File: src/hw/rtl/crom_pkg.sv
`timescale 1ns / 1ps
// Shared types and constants for the cascaded range offset remap block.
// No dependencies.
package crom_pkg;

    localparam int NUM_STAGES        = 7;
    localparam int ENTRIES_PER_STAGE = 32;
    localparam int TOTAL_ENTRIES     = NUM_STAGES * ENTRIES_PER_STAGE;
    localparam int ENTRY_W           = (TOTAL_ENTRIES > 1) ? $clog2(TOTAL_ENTRIES) : 1;
    localparam int SLOT_W            = (ENTRIES_PER_STAGE > 1) ? $clog2(ENTRIES_PER_STAGE) : 1;
    localparam int QUEUE_DEPTH       = 2;
    localparam int QPTR_W            = $clog2(QUEUE_DEPTH);
    localparam int QCNT_W            = $clog2(QUEUE_DEPTH + 1);

    typedef enum logic [1:0] {
        ACT_LOAD   = 2'd0,
        ACT_LOOKUP = 2'd1,
        ACT_CLEAR  = 2'd2,
        ACT_NONE   = 2'd3
    } action_t;

    typedef struct packed {
        logic [31:0] low;
        logic [32:0] high;
        logic [31:0] dest;
    } entry_t;

    typedef struct packed {
        action_t              kind;
        logic [ENTRY_W-1:0]   idx;
        entry_t               entry;
        logic [31:0]          key;
    } cmd_t;

    typedef enum logic [1:0] {
        S_IDLE,
        S_FETCH,
        S_CHECK,
        S_EMIT
    } back_state_t;

endpackage

File: src/hw/rtl/crom_front.sv
`timescale 1ns / 1ps
// Front end: classify incoming transactions and build queue commands.
// Depends on crom_pkg.
module crom_front
    import crom_pkg::*;
(
    input  logic [1:0]  action,
    input  logic [2:0]  stage_select,
    input  logic [4:0]  entry_slot,
    input  logic [31:0] source_begin,
    input  logic [31:0] span_length,
    input  logic [31:0] dest_begin,
    input  logic [31:0] lookup_key,
    output logic        keep,
    output cmd_t        cmd
);

    logic in_range;

    always_comb
    begin
        in_range = (int'(stage_select) < NUM_STAGES) && (int'(entry_slot) < ENTRIES_PER_STAGE);
        cmd.idx  = ENTRY_W'(int'(stage_select) * ENTRIES_PER_STAGE + int'(entry_slot));
        cmd.entry.low  = source_begin;
        cmd.entry.high = {1'b0, source_begin} + {1'b0, span_length};
        cmd.entry.dest = dest_begin;
        cmd.key  = lookup_key;
        cmd.kind = ACT_NONE;
        keep     = 1'b0;
        unique case (action)
            ACT_LOAD:
            begin
                cmd.kind = ACT_LOAD;
                keep     = in_range;
            end
            ACT_LOOKUP:
            begin
                cmd.kind = ACT_LOOKUP;
                keep     = 1'b1;
            end
            ACT_CLEAR:
            begin
                cmd.kind = ACT_CLEAR;
                keep     = 1'b1;
            end
            default:
            begin
                cmd.kind = ACT_NONE;
                keep     = 1'b0;
            end
        endcase
    end

endmodule

File: config.mk
export PLATFORM = sky130hd
export DESIGN_NAME = crom_front
export DESIGN_NICKNAME = d
export VERILOG_FILES = /design/src/hw/rtl/crom_pkg.sv /design/src/hw/rtl/crom_front.sv
export SDC_FILE = /design/constraint.sdc
export NUM_CORES = 1
export LEC_CHECK = 0
export BUFFER_PORTS_ARGS = -buffer_cell sky130_fd_sc_hd__buf_2
export CAP_MARGIN = 5
export CORE_ASPECT_RATIO = 0.75
export CORE_MARGIN = 2
export CORE_UTILIZATION = 28
export DETAILED_ROUTE_END_ITERATION = 12
export MAX_ROUTING_LAYER = met4
export PLACE_DENSITY = 0.69
export SLEW_MARGIN = 15
export SYNTH_ARGS = -nofsm -noshare
export SYNTH_HDL_FRONTEND = slang
export SYNTH_SLANG_ARGS = --single-unit
export TNS_END_PERCENT = 100
File: constraint.sdc
create_clock -name vclk -period 2.6
set_input_delay 0 -clock vclk [all_inputs]
set_output_delay 0 -clock vclk [all_outputs]
set_load 0.01 [all_outputs]
==> summary.txt <==
STA
  – WHS: 0.00000390 ns
  – Final setup violation count: 0
  – Max Transition Viols Final: 0
  – Post-layout min period: 2.46 ns
  – Slew @ Worst Pin: 0.432 ns
  – Worst slew margin: 70.5%
  – Setup TNS: 0 ns
  – Final hold violation count: 0
  – Period utilisation layout: 94.8%
  – RSZ-0062 raised after global routing: no
  – Worst setup margin: 0.136 ns
  – Max Freq: 406 MHz

Setup path
  – Crit path max fanout: 6
  – Arrival @ worst endpoint: 2.46 ns
  – Crit path cell chain: buf_2, ha_1, fa_1, a211oi_2, o211ai_2, a2111oi_4, nor3b_2, o311a_1, a311oi_1, buf_2
  – Worst Setup End Kind: output port
  – Required @ worst endpoint: 2.60 ns
  – Cell with the most instances on the worst path: buf_2
  – CP peak stage delay: 0.44 ns
  – WS Path Type: in2out
  – CP startpoint kind: input pin
  – Slowest-stage cell, CP: fa_1

Placed design
  – Final Wtd Congestion: 0.927
  – Pre-CTS WS: 0.0748 ns
  – Number of port buffers: 140
  – DP Wirelength: 7.26 mm

Drt
  – DR DRC count: 0
  – DR vias/cell: 5.02
  – Vias: 2,828
  – Overall routed net length: 8.30 mm
  – Detailed Route Iter0 Violations: 81
  – Wire per inst: 14.7 um
  – First-pass DRT Iterations: 4
  – Post-route ant nets: 0

Pwr
  – Combinational Power Share: 100.0%
  – Leak pwr: 1.45 nW
  – Pwr dens: 285 mW/mm^2
  – VDD IR-drop max: 125 uV
  – Psw: 0.474 mW
  – Switching Share: 57.0%
  – Sequential share of power: 0%
  – Internal: 0.358 mW
  – Clk pwr share: 0%

Cells and area
  – # clk buffers: 0
  – Fin nets: 608
  – Seq_cells: 0
  – Final core occ: 29.8%
  – Antenna cells: 0
  – Share of cells above drive strength 1: 36.7%
  – Register area: 0 sq um
  – Layout area overhead: 2.28%

GRT
  – Antenna violations before repair: 0
  – Vias in the first global route: 2,580
  – GR peak layer: met1
  – Met2 Track Usage GR: 20.3%
  – M1 GR Usage: 21.1%
  – Gr ovfl total: 0
  – First-pass GRT wire length: 12.9 mm
  – GRT Util Overall: 14.3%
  – Largest net degree at the start of global routing: 12
  – Met3 Track Usage GR: 3.77%

Worst hold path
  – Worst Hold End: cmd[4]
  – Hold_sp: lookup_key[4]
  – Worst hold path class: in2out
  – Worst hold path depth: 0

Synth
  – Yosys synthesis warning count: 0
  – Mean area per synthesized cell: 7.09 sq um
  – Post-Syn Instances: 402
  – Synth top area cells: buf_4 (27%), ha_1 (16%), a21oi_1 (6.3%), xnor2_1 (5.2%), a21o_1 (3.7%)
  – Top cell type's share of synthesized area: 27.4%
  – Synth Net Count: 577
  – Seq/Total Area, Yosys: 0%
  – Netlist cell types: 55
  – Mapped Area: 0.00285 sq mm
  – Yosys top cell by area: buf_4

Floorplan
  – Initial Utilization: 29.1%
  – Placement Rows: 31
  – Die area: 0.0110 sq mm
  – # IOs: 278
  – Floorplan Core Area: 0.00977 sq mm
  – Die width: 120 um
  – Die Height: 91.4 um

Outcome
  – Result of the run: finished clean

Job
  – Max_cap viols: 0
[repair_timing]
action                                  CTS  global route
buffers inserted                          0             0
hold buffers                              0             0
endpoints found under the setup margin    0             3
gates resized for setup                   0             0
[cells in the mapped netlist, types with 2 or more instances]
master,instances
nor3_1,6
and3_1,3
a22oi_1,2
nor4_1,2
a31oi_1,2
nand3_1,13
o2111ai_1,2
a311oi_1,3
nand4_1,5
o211ai_1,5
a21oi_1,36
inv_1,12
nor3b_1,2
and2_1,3
nand2_1,22
nand4b_1,3
ha_1,36
o311a_1,4
a41oi_1,2
xor2_1,5
clkbuf_1,6
or2_2,7
nand3b_1,2
o221ai_1,2
o31ai_1,2
xnor2_1,17
o21a_1,2
o21ba_2,2
buf_4,104
or4_1,3
nor2_1,25
buf_2,4
a21o_1,14
o21ai_0,19
or3_1,3
a211oi_1,3
[logic make-up after synthesis]
kind of cell,after synthesis,synth area share [%]
AOI/OAI and AO/OA,111,26.7
xor gates and xnor gates,22,6.76
adders and majority gates,37,16.5
buffers and inverters,126,30.5
muxes,2,0.747
and+or+nand+nor,104,18.8
[cells in the final DEF (no fill, tap or decap), types with 3 or more instances in the layout]
cell	instances
a211oi_1	3
a21o_1	14
a21oi_1	36
a311oi_1	3
and2_1	3
and3_1	3
buf_2	140
buf_4	3
ha_1	36
inv_1	12
nand2_1	22
nand3_1	13
nand4_1	5
nand4b_1	3
nor2_1	25
nor3_1	6
o211ai_1	5
o21ai_0	19
o311a_1	4
or2_2	7
or3_1	3
or4_1	3
xnor2_1	17
xor2_1	5
[worst max-delay path by stage]
stage                     start       to  slack (ns)  cells past startpoint
3_5_place_dp    source_begin[0]  cmd[92]        0.07                     10
2_1_floorplan   source_begin[0]  cmd[92]        0.37                      8
3_3_place_gp    source_begin[0]  cmd[92]        0.09                     10
5_1_grt        source_begin[18]  cmd[88]        0.02                      9
6_report        source_begin[0]  cmd[92]        0.14                     10
4_1_cts         source_begin[0]  cmd[92]        0.07                     10
[per-stage QoR]
| step | area (sq um) | std cells | power, mW |
|---|---|---|---|
| after floorplan | 2850 | 402 | 0.666 |
| after global placement | 2910 | 563 | 0.817 |
| after detailed placement | 2910 | 563 | 0.828 |
| after CTS | 2910 | 563 | 0.832 |
| after global routing | 2910 | 563 | 0.917 |
| final | 2910 | 563 | 0.832 |
[metal layers]
layer | share of wire (%) | vias to the layer above | wire length (um)
li1 | - | 1408 | -
met1 | 49 | 1290 | 4080
met2 | 42 | 126 | 3460
met3 | 8.9 | 4 | 742
met4 | 0.14 | 0 | 12
met5 | 0 | - | 0
[layout make-up]
class	count	area, sq um
tap	132	165
inverter	12	45.0
multi-input combinational	276	1980
timing repair buffer	143	723
fill	1089	6860
[power groups by stage]
stage,logic [mW],registers [mW],clock network (mW)
finish,0.832,0,0
global route,0.917,0,0
CTS,0.832,0,0
detailed placement,0.828,0,0
global placement,0.817,0,0
floorplan,0.666,0,0
[worst max-delay path, delay by kind of cell]
family	cells	cell delay (ns)
AO/OA/AOI/OAI	5	1.35
adder cells (fa/ha/maj)	2	0.67
buffers and inverters	2	0.29
AND/OR/NAND/NOR	1	0.15
(Power assumes the default switching activity.)
