==> src/hw/rtl/crom_pkg.sv <==
`timescale 1ns / 1ps
// Shared types and constants for the cascaded range offset remap block.
// No dependencies.
package crom_pkg;

    localparam int NUM_STAGES        = 7;
    localparam int ENTRIES_PER_STAGE = 32;
    localparam int TOTAL_ENTRIES     = NUM_STAGES * ENTRIES_PER_STAGE;
    localparam int ENTRY_W           = (TOTAL_ENTRIES > 1) ? $clog2(TOTAL_ENTRIES) : 1;
    localparam int SLOT_W            = (ENTRIES_PER_STAGE > 1) ? $clog2(ENTRIES_PER_STAGE) : 1;
    localparam int QUEUE_DEPTH       = 2;
    localparam int QPTR_W            = $clog2(QUEUE_DEPTH);
    localparam int QCNT_W            = $clog2(QUEUE_DEPTH + 1);

    typedef enum logic [1:0] {
        ACT_LOAD   = 2'd0,
        ACT_LOOKUP = 2'd1,
        ACT_CLEAR  = 2'd2,
        ACT_NONE   = 2'd3
    } action_t;

    typedef struct packed {
        logic [31:0] low;
        logic [32:0] high;
        logic [31:0] dest;
    } entry_t;

    typedef struct packed {
        action_t              kind;
        logic [ENTRY_W-1:0]   idx;
        entry_t               entry;
        logic [31:0]          key;
    } cmd_t;

    typedef enum logic [1:0] {
        S_IDLE,
        S_FETCH,
        S_CHECK,
        S_EMIT
    } back_state_t;

endpackage

==> src/hw/rtl/crom_queue.sv <==
`timescale 1ns / 1ps
// Short command queue between front and back ends.
// Depends on crom_pkg.
module crom_queue
    import crom_pkg::*;
(
    input  logic clk,
    input  logic rst_n,
    input  logic push,
    input  cmd_t push_cmd,
    input  logic pop,
    output cmd_t head,
    output logic full,
    output logic nonempty
);

    cmd_t              slots_reg [QUEUE_DEPTH];
    logic [QPTR_W-1:0] wr_reg, wr_next;
    logic [QPTR_W-1:0] rd_reg, rd_next;
    logic [QCNT_W-1:0] cnt_reg, cnt_next;

    assign full     = (cnt_reg == QCNT_W'(QUEUE_DEPTH));
    assign nonempty = (cnt_reg != '0);
    assign head     = slots_reg[rd_reg];

    always_comb
    begin
        wr_next  = wr_reg;
        rd_next  = rd_reg;
        cnt_next = cnt_reg;
        if (push)
        begin
            wr_next = (wr_reg == QPTR_W'(QUEUE_DEPTH - 1)) ? '0 : wr_reg + 1'b1;
        end
        if (pop)
        begin
            rd_next = (rd_reg == QPTR_W'(QUEUE_DEPTH - 1)) ? '0 : rd_reg + 1'b1;
        end
        if (push && !pop)
        begin
            cnt_next = cnt_reg + 1'b1;
        end
        else if (pop && !push)
        begin
            cnt_next = cnt_reg - 1'b1;
        end
    end

    always_ff @(posedge clk or negedge rst_n)
    begin
        if (!rst_n)
        begin
            wr_reg  <= '0;
            rd_reg  <= '0;
            cnt_reg <= '0;
        end
        else
        begin
            wr_reg  <= wr_next;
            rd_reg  <= rd_next;
            cnt_reg <= cnt_next;
        end
    end

    always_ff @(posedge clk)
    begin
        if (push)
        begin
            slots_reg[wr_reg] <= push_cmd;
        end
    end

    a_no_overflow: assert property (@(posedge clk) disable iff (!rst_n)
        full |-> !push)
        else $error("queue push while full");
    a_no_underflow: assert property (@(posedge clk) disable iff (!rst_n)
        !nonempty |-> !pop)
        else $error("queue pop while empty");
    a_count_bound: assert property (@(posedge clk) disable iff (!rst_n)
        cnt_reg <= QCNT_W'(QUEUE_DEPTH))
        else $error("queue count out of range");

endmodule

==> config.mk <==
export PLATFORM = sky130hd
export DESIGN_NAME = crom_queue
export DESIGN_NICKNAME = d
export VERILOG_FILES = /design/src/hw/rtl/crom_pkg.sv /design/src/hw/rtl/crom_queue.sv
export SDC_FILE = /design/constraint.sdc
export NUM_CORES = 1
export LEC_CHECK = 0
export ABC_AREA = 1
export BUFFER_PORTS_ARGS = -buffer_cell sky130_fd_sc_hd__buf_4
export CORE_MARGIN = 2
export CORE_UTILIZATION = 35
export DETAILED_ROUTE_END_ITERATION = 8
export GPL_TIMING_DRIVEN = 0
export SYNTH_ARGS = -nofsm -noshare
export SYNTH_HDL_FRONTEND = slang
export SYNTH_SLANG_ARGS = --single-unit
export TNS_END_PERCENT = 5
==> constraint.sdc <==
create_clock -name clk -period 8.5 [get_ports clk]
set_input_delay 0.425 -clock clk [delete_from_list [all_inputs] [get_ports clk]]
set_output_delay 0.425 -clock clk [all_outputs]
set_load 0.01 [all_outputs]
==> results of run 1 <==
[final cells by class]
cell class	instances	share of cell area
plain buffers	16	0.01099
clock inverters	23	0.01722
multi-input cells	153	0.1403
repair buffers	290	0.1570
flip-flops and latches	282	0.5844
clock buffers	32	0.05393
well taps	390	0.03376
inverters	7	0.002337
[cells by family (layout without fill, tap and decap cells)]
group | after synthesis | in the layout | share of synthesized area
multiplexers | 139 | 139 | 0.1821
buffers and inverters | 23 | 368 | 0.01738
AND/OR/NAND/NOR | 10 | 10 | 0.003876
flip-flops | 282 | 282 | 0.7930
adder cells (fa/ha/maj) | 1 | 1 | 0.001174
XOR/XNOR | 3 | 3 | 0.002467
[layer usage]
layer | vias up | part of all wire
met4 | 0 | 0.024
met3 | 36 | 0.092
met1 | 2562 | 0.40
li1 | 2457 | -
met2 | 188 | 0.49
met5 | - | 0
[metrics by stage]
stage,setup slack (ns),cells,util
after floorplan,1.579,458,-
after global placement,-2.749,1131,0.4452
after detailed placement,6.434,1137,0.4503
after CTS,6.128,1193,0.4851
after global routing,6.080,1193,0.4851
final,6.210,1193,0.4851
[how the worst max path moves through the flow]
stage,cells after the start,from,slack (ns),end
2_1_floorplan,2,push,1.58,slots_reg[0][0]
3_3_place_gp,3,push,-2.75,slots_reg[0][22]
3_5_place_dp,5,push,6.43,slots_reg[0][94]
4_1_cts,5,rd_reg,6.13,head[41]
5_1_grt,5,rd_reg,6.08,head[40]
6_report,5,rd_reg,6.21,head[75]
[worst max-delay path, stage by stage (launching register included)]
cell     delay [ns]
dfrtp_1        0.34
buf_6          0.11
buf_8          0.18
buf_6          0.21
mux2_4         0.31
buf_4          0.15
[power groups by stage]
stage	combinational, mW	sequential (mW)	clock, mW
floorplan	0.961	1.97	0
global placement	1.65	2.01	0
detailed placement	1.69	1.93	0
CTS	1.70	1.90	1.38
global route	1.77	1.92	1.43
finish	1.65	1.90	1.33
[synthesized netlist by cell type]
library cell and instances:
inv_1 7, edfxtp_1 278, dfrtp_1 4, buf_6 11
ha_1 1, mux2_2 39, mux2_4 100, nand3_1 1
nor2_1 2, nand2_1 6, buf_2 4, xor2_1 2
xnor2_1 1, nand4_1 1, buf_8 1
[cells in the final DEF (no fill, tap or decap), types with 2 or more instances in the layout]
cell type   Yosys  routed
clkinv_2        0       7
edfxtp_1      278     278
dfrtp_1         4       4
bufinv_16       0       5
clkinv_1        0       5
mux2_2         39      39
clkinvlp_4      0       6
buf_2           4       4
buf_16          0       2
xor2_1          2       2
mux2_4        100     100
buf_12          0       4
buf_6          11      11
nand2_1         6       6
inv_1           7       6
buf_4           0     283
clkbuf_16       0      31
[what timing repair did]
action	in CTS	in global routing
buffers inserted	0	0
hold buffers	1	0
resized for setup	0	0
endpoints found under the hold margin	4	0
==> summary.txt, run 1 <==
Clock slew at reported path FFs: 0.06 ns
Iteration-0 DRC Markers: 216
CTS Buf Count: 30
Minimum clock period: 2.290 ns
Drt drc: 0
Power per cell area: 337.8 nW/um2
Final Net Count: 924
Critical register-to-register path endpoint: slots_reg[0][58]
Worst Max-Slew Pin Slew: 0.7496 ns
Total power draw: 4.883 mW
Die Wd: 178.5 um
Placed Area: 13420 um2
Post-synthesis sequential area ratio: 0.7930
Kind of end point of the critical path: primary output
Met2 GRT Util: 0.2144
Busiest grt layer: met2
Crit path launch type: flop
Vias in the first global route: 5400
Slew HR: 0.4991
Clock share of power: 0.273
Vias per cell: 4.395
Routed vias: 5243
Clock Latency Late Sink: 0.54 ns
Final Max Slew Viols: 0
Peak Freq: 436.7 MHz
Max-cap violations: 0
Cell area after synthesis: 10650 um2
Hold Path Depth: 1
Port bufs: 283
Antenna viol nets, final: 0
Fill count: 2543
Drt total wl: 21220 um
Share of power burned in registers: 0.389
CP required: 8.08 ns
Critical path arrival: 1.86 ns
Max FFs per register: 278
Finished Cell Area: 14460 um2
Yosys top cell area share: 0.7836
NetSw: 1.330 mW
Initial antenna violation count: 0
Fin. Hold Viols: 0
Clock buffer depth: 3
Critical path peak fanout: 10
Sw Ratio: 0.2724
Initial Util: 0.3576
Setup TNS: 0 ns
Grt ovf: 0
Gpl congestion: 0.6914
Largest cells by area after synthesis: edfxtp_1 (78%), mux2_4 (14%), mux2_2 (4.1%)
Grt met1 use: 0.1542
Final setup vio count: 0
Syn Nets: 602
Leak: 5.711 nW
H-tree depth: 1
Multi-input logic area: 2028 um2
Hold_sp: push_cmd[104]
Clk sink count: 282
Mapped Avg Cell Area: 23.26 um2
Register area: 8448 um2
Hold slack: 0.06088 ns
Hold path endpoint: slots_reg[1][104]
Drt wl/cell: 17.78 um
Register bit count reported by yosys: 282
Die ar.: 31850 um2
Max IR drop VDD: 0.0001934 V
CTS tree: yes
FP Rows: 63
CP Class: flop to primary output
Global-route wire length before repair: 31170 um
Yosys top cell by area: edfxtp_1
DRT Pass-1 Iters: 4
Proportion of layout cells with a drive suffix above 1: 0.6164
Synth Instances: 458
FF-to-FF setup slack: 6.64 ns
Path type of the worst min-delay path: input port to flop
# IOs: 284
RSZ-0062 raised after global routing: no
Largest net degree at the start of global routing: 92
Area Overhead vs Synth: 35.68%
Status: finished, final reports clean
Hpwl dp: 14200 um
Core area: 29800 um2
Combinational share of power: 0.338
Clk root buf: clkbuf_16
R2R cell count: 3
Die H: 178.5 um
Antenna Cells: 0
Worst Skew: 0.004984 ns
Warnings from Yosys: 0
Yosys cell types: 15
Met3 GRT Util: 0.04817
GR Util All Layers: 0.1274
Pint: 3.553 mW
Reg-to-reg startpoint: wr_reg
Final Cycle Share: 0.2694
Note: power is estimated with default switching activity, not from simulation.
==> run 2: changes to the inputs <==
- ABC_AREA: 1 -> 0
- clock period: 8.5 -> 2.3 ns (I/O delays scaled with it)
==> summary.txt, run 2 <==
Status: finished, final reports clean
Max-cap violations: 0 (unchanged)
CTS Buf Count: 29 (-3.3%)
Post-cts sizing count: 0 (unchanged)
Placed Area: 13390 um2 (-0.17%)
Final Util: 0.5265 (+0.04132)
Minimum clock period: 2.086 ns
Drt wl/cell: 16.64 um (-6.4%)
Most frequent CP cell: buf_12
Synth cell count leaders: edfxtp_1 (278), mux2_4 (100), mux2_2 (39)
Iteration-0 DRC Markers: 268 (+24%)
Largest cells by area after synthesis: edfxtp_1 (78%), mux2_4 (14%), mux2_2 (4.1%)
Grt ovf: 0 (unchanged)
Vias in the first global route: 6327 (+17%)
H-tree depth: 1 (unchanged)
Kind of end point of the critical path: flop
Path type of the worst min-delay path: input port to flop
Final setup vio count: 0 (unchanged)
Sw Ratio: 0.2719 (-0.0005202)
Ys async rst share: 0.01418 (unchanged)
Largest net degree at the start of global routing: 65 (-29%)
Global-route wire length before repair: 32710 um (+5.0%)
CP max stage delay: 0.79 ns (+0.45 ns)
Synth Instances: 449 (-2.0%)
Clock Latency Late Sink: 0.54 ns (about the same)
Vias per cell: 4.355 (-0.90%)
Fin. Hold Viols: 0 (unchanged)
Top_reg_cell synth: edfxtp_1
FF-to-FF setup slack: 0.21 ns (-6.43 ns)
Final Max Slew Viols: 0 (unchanged)
Commonest non-fill, non-tap cells in the layout: buf_4 (283), edfxtp_1 (278), dlygate4sd3_1 (143)
Antenna Cells: 0 (unchanged)
Share of power burned in registers: 0.401 (+0.012)
Syn Nets: 593 (-1.5%)
Clk root buf: clkbuf_16
Clock share of power: 0.243 (-0.030)
Cell area after synthesis: 10640 um2 (-0.16%)
Gpl congestion: 0.7173 (+3.7%)
Antenna viol nets, final: 0 (unchanged)
Final Net Count: 1056 (+14%)
Die Wd: 178.3 um (about the same)
CTS tree: yes
Initial antenna violation count: 0 (unchanged)
Die ar.: 31800 um2 (-0.16%)
Largest delay share family, worst path: simple AND/OR/NAND/NOR gates
Power per cell area: 1121 nW/um2 (+230%)
Combinational share of power: 0.356 (+0.018)
Post-synth EDFFs: 278 (unchanged)
Crit path launch type: flop
Critical register-to-register path endpoint: slots_reg[0][42]
Clk sink count: 282 (unchanged)
Top-count cell post-synth: edfxtp_1
Reg-to-reg startpoint: wr_reg
Hpwl dp: 14730 um (+3.7%)
NetSw: 4.783 mW (+260%)
Register area: 8448 um2 (unchanged)
CP Class: flop to flop
Leak: 6.204 nW (+8.6%)
Critical path arrival: 2.31 ns (+0.45 ns)
Hold path endpoint: slots_reg[1][2]
Yosys top cell area share: 0.7848 (+0.001290)
Peak Freq: 479.3 MHz
Finished Cell Area: 15690 um2 (+8.5%)
Drt drc: 0 (unchanged)
DRT Pass-1 Iters: 4 (unchanged)
R2R cell count: 3 (unchanged)
# IOs: 284 (unchanged)
Slew HR: 0.3382 (-0.1609)
CP max-delay cell: nor2b_4
Warnings from Yosys: 0 (unchanged)
Die H: 178.3 um (about the same)
Drt total wl: 21970 um (+3.5%)
Multi-input logic area: 2036 um2 (+0.37%)
Fill count: 2377 (-6.5%)
Hold_sp: push_cmd[2]
Pint: 12.81 mW (+260%)
Clock slew at reported path FFs: 0.06 ns (about the same)
Worst Max-Slew Pin Slew: 0.9907 ns (+0.2411 ns)
FP Rows: 63 (unchanged)
Critical path peak fanout: 30 (+20)
CP required: 2.52 ns (-5.56 ns)
CP cell instances: nor2b_4 > buf_12 > buf_12
WP buf/inv: 2 (-2)
RSZ-0062 raised after global routing: no
Post-synthesis sequential area ratio: 0.7943 (+0.001306)
Max FFs per register: 278 (unchanged)
Initial Util: 0.3570 (-0.0005879)
Clock buffer depth: 3 (unchanged)
Final Cycle Share: 0.9070
GR Util All Layers: 0.1316 (+0.004138)
Most common cell after layout, fill and taps aside: buf_4
Register bit count reported by yosys: 282 (unchanged)
Hold Path Depth: 2 (+1)
Port bufs: 283 (unchanged)
Max IR drop VDD: 0.0007562 V (+290%)
Worst Skew: 0.01370 ns (+0.008714 ns)
Yosys top cell by area: edfxtp_1
Mapped Avg Cell Area: 23.69 um2 (+1.8%)
Yosys cell types: 15 (unchanged)
Core area: 29800 um2 (unchanged)
Proportion of layout cells with a drive suffix above 1: 0.5183 (-0.09816)
Area Overhead vs Synth: 47.48%
Routed vias: 5749 (+9.7%)
[run 2: changes by cell type in the layout (fill, tap and decap cells not counted), moves of 4 or more]
cell | previous run | this run
dlygate4sd3_1 | 1 | 143
clkbuf_1 | 1 | 7
nand2_1 | 6 | 0
clkinvlp_4 | 6 | 1
inv_1 | 6 | 1
clkinv_2 | 7 | 3
[run 2: worst reg2reg max path, stage by stage, from the launching register on]
cell     delay (ns)
dfrtp_1        0.42
nor2b_4        0.79
buf_12         0.30
buf_12         0.23
[run 2: final cells by class]
| class | count | area share |
|---|---|---|
| Multi-Input combinational cell | 150 | 0.1298 |
| Buffer | 16 | 0.01013 |
| Timing Repair Buffer | 432 | 0.2353 |
| Sequential cell | 282 | 0.5386 |
| Tap cell | 390 | 0.03111 |
| Clock buffer | 36 | 0.04794 |
| Clock inverter | 13 | 0.006939 |
| Inverter | 1 | 0.0002393 |
[run 2: how the worst max path moves through the flow]
stage                     slack, ns          endpoint  cells after the start  startpoint
after floorplan               -0.61   slots_reg[0][0]                      1      wr_reg
after global placement        -1.61  slots_reg[0][93]                      1      wr_reg
after detailed placement       0.18  slots_reg[0][42]                      3      wr_reg
after CTS                      0.15  slots_reg[0][42]                      3      wr_reg
after global routing           0.08  slots_reg[0][45]                      3      wr_reg
final                          0.21  slots_reg[0][42]                      3      wr_reg
[run 2: layer usage]
layer / routed length (um) / global-route usage / share of wire / vias up
met5: 0 / 0 / 0 / -
met4: 465 / 0.03591 / 0.021 / 0
met3: 1865 / 0.04412 / 0.085 / 38
met2: 11150 / 0.2386 / 0.51 / 205
met1: 8484 / 0.1470 / 0.39 / 2794
li1: - / - / - / 2712
[run 2: per-stage QoR]
stage | cells | setup WS, ns | power [mW] | hold WS, ns | TNS (ns)
6_report | 1320 | 0.2138 | 17.59 | 0.2992 | 0
2_1_floorplan | 449 | -0.6096 | 10.70 | -0.1806 | -124.93
5_1_grt | 1320 | 0.08049 | 18.44 | 0.2822 | 0
3_3_place_gp | 1122 | -1.614 | 13.15 | -0.08643 | -376.77
4_1_cts | 1320 | 0.1493 | 17.88 | 0.2698 | 0
3_5_place_dp | 1128 | 0.1765 | 13.33 | -0.08152 | 0
[run 2: cells by family (layout without fill, tap and decap cells)]
group | after synthesis | after routing | synth area share
multiplexers | 139 | 139 | 0.1824
XOR/XNOR | 5 | 5 | 0.004117
buffers and inverters | 17 | 498 | 0.01529
flip-flops | 282 | 282 | 0.7943
adder cells (fa/ha/maj) | 1 | 1 | 0.001176
AND/OR/NAND/NOR | 5 | 5 | 0.002706
[run 2: power groups by stage]
stage / registers, mW / clock network (mW) / logic, mW
after floorplan: 7.15 / 0 / 3.55
after global placement: 7.22 / 0 / 5.93
after detailed placement: 7.16 / 0 / 6.17
after CTS: 7.06 / 4.43 / 6.39
after global routing: 7.13 / 4.61 / 6.70
final: 7.05 / 4.27 / 6.27
[run 2: timing repair]
| action | 4_1_cts | 5_1_grt |
|---|---|---|
| hold buffers | 143 | 0 |
| setup buffers | 0 | 0 |
| endpoints found under the hold margin | 285 | 0 |
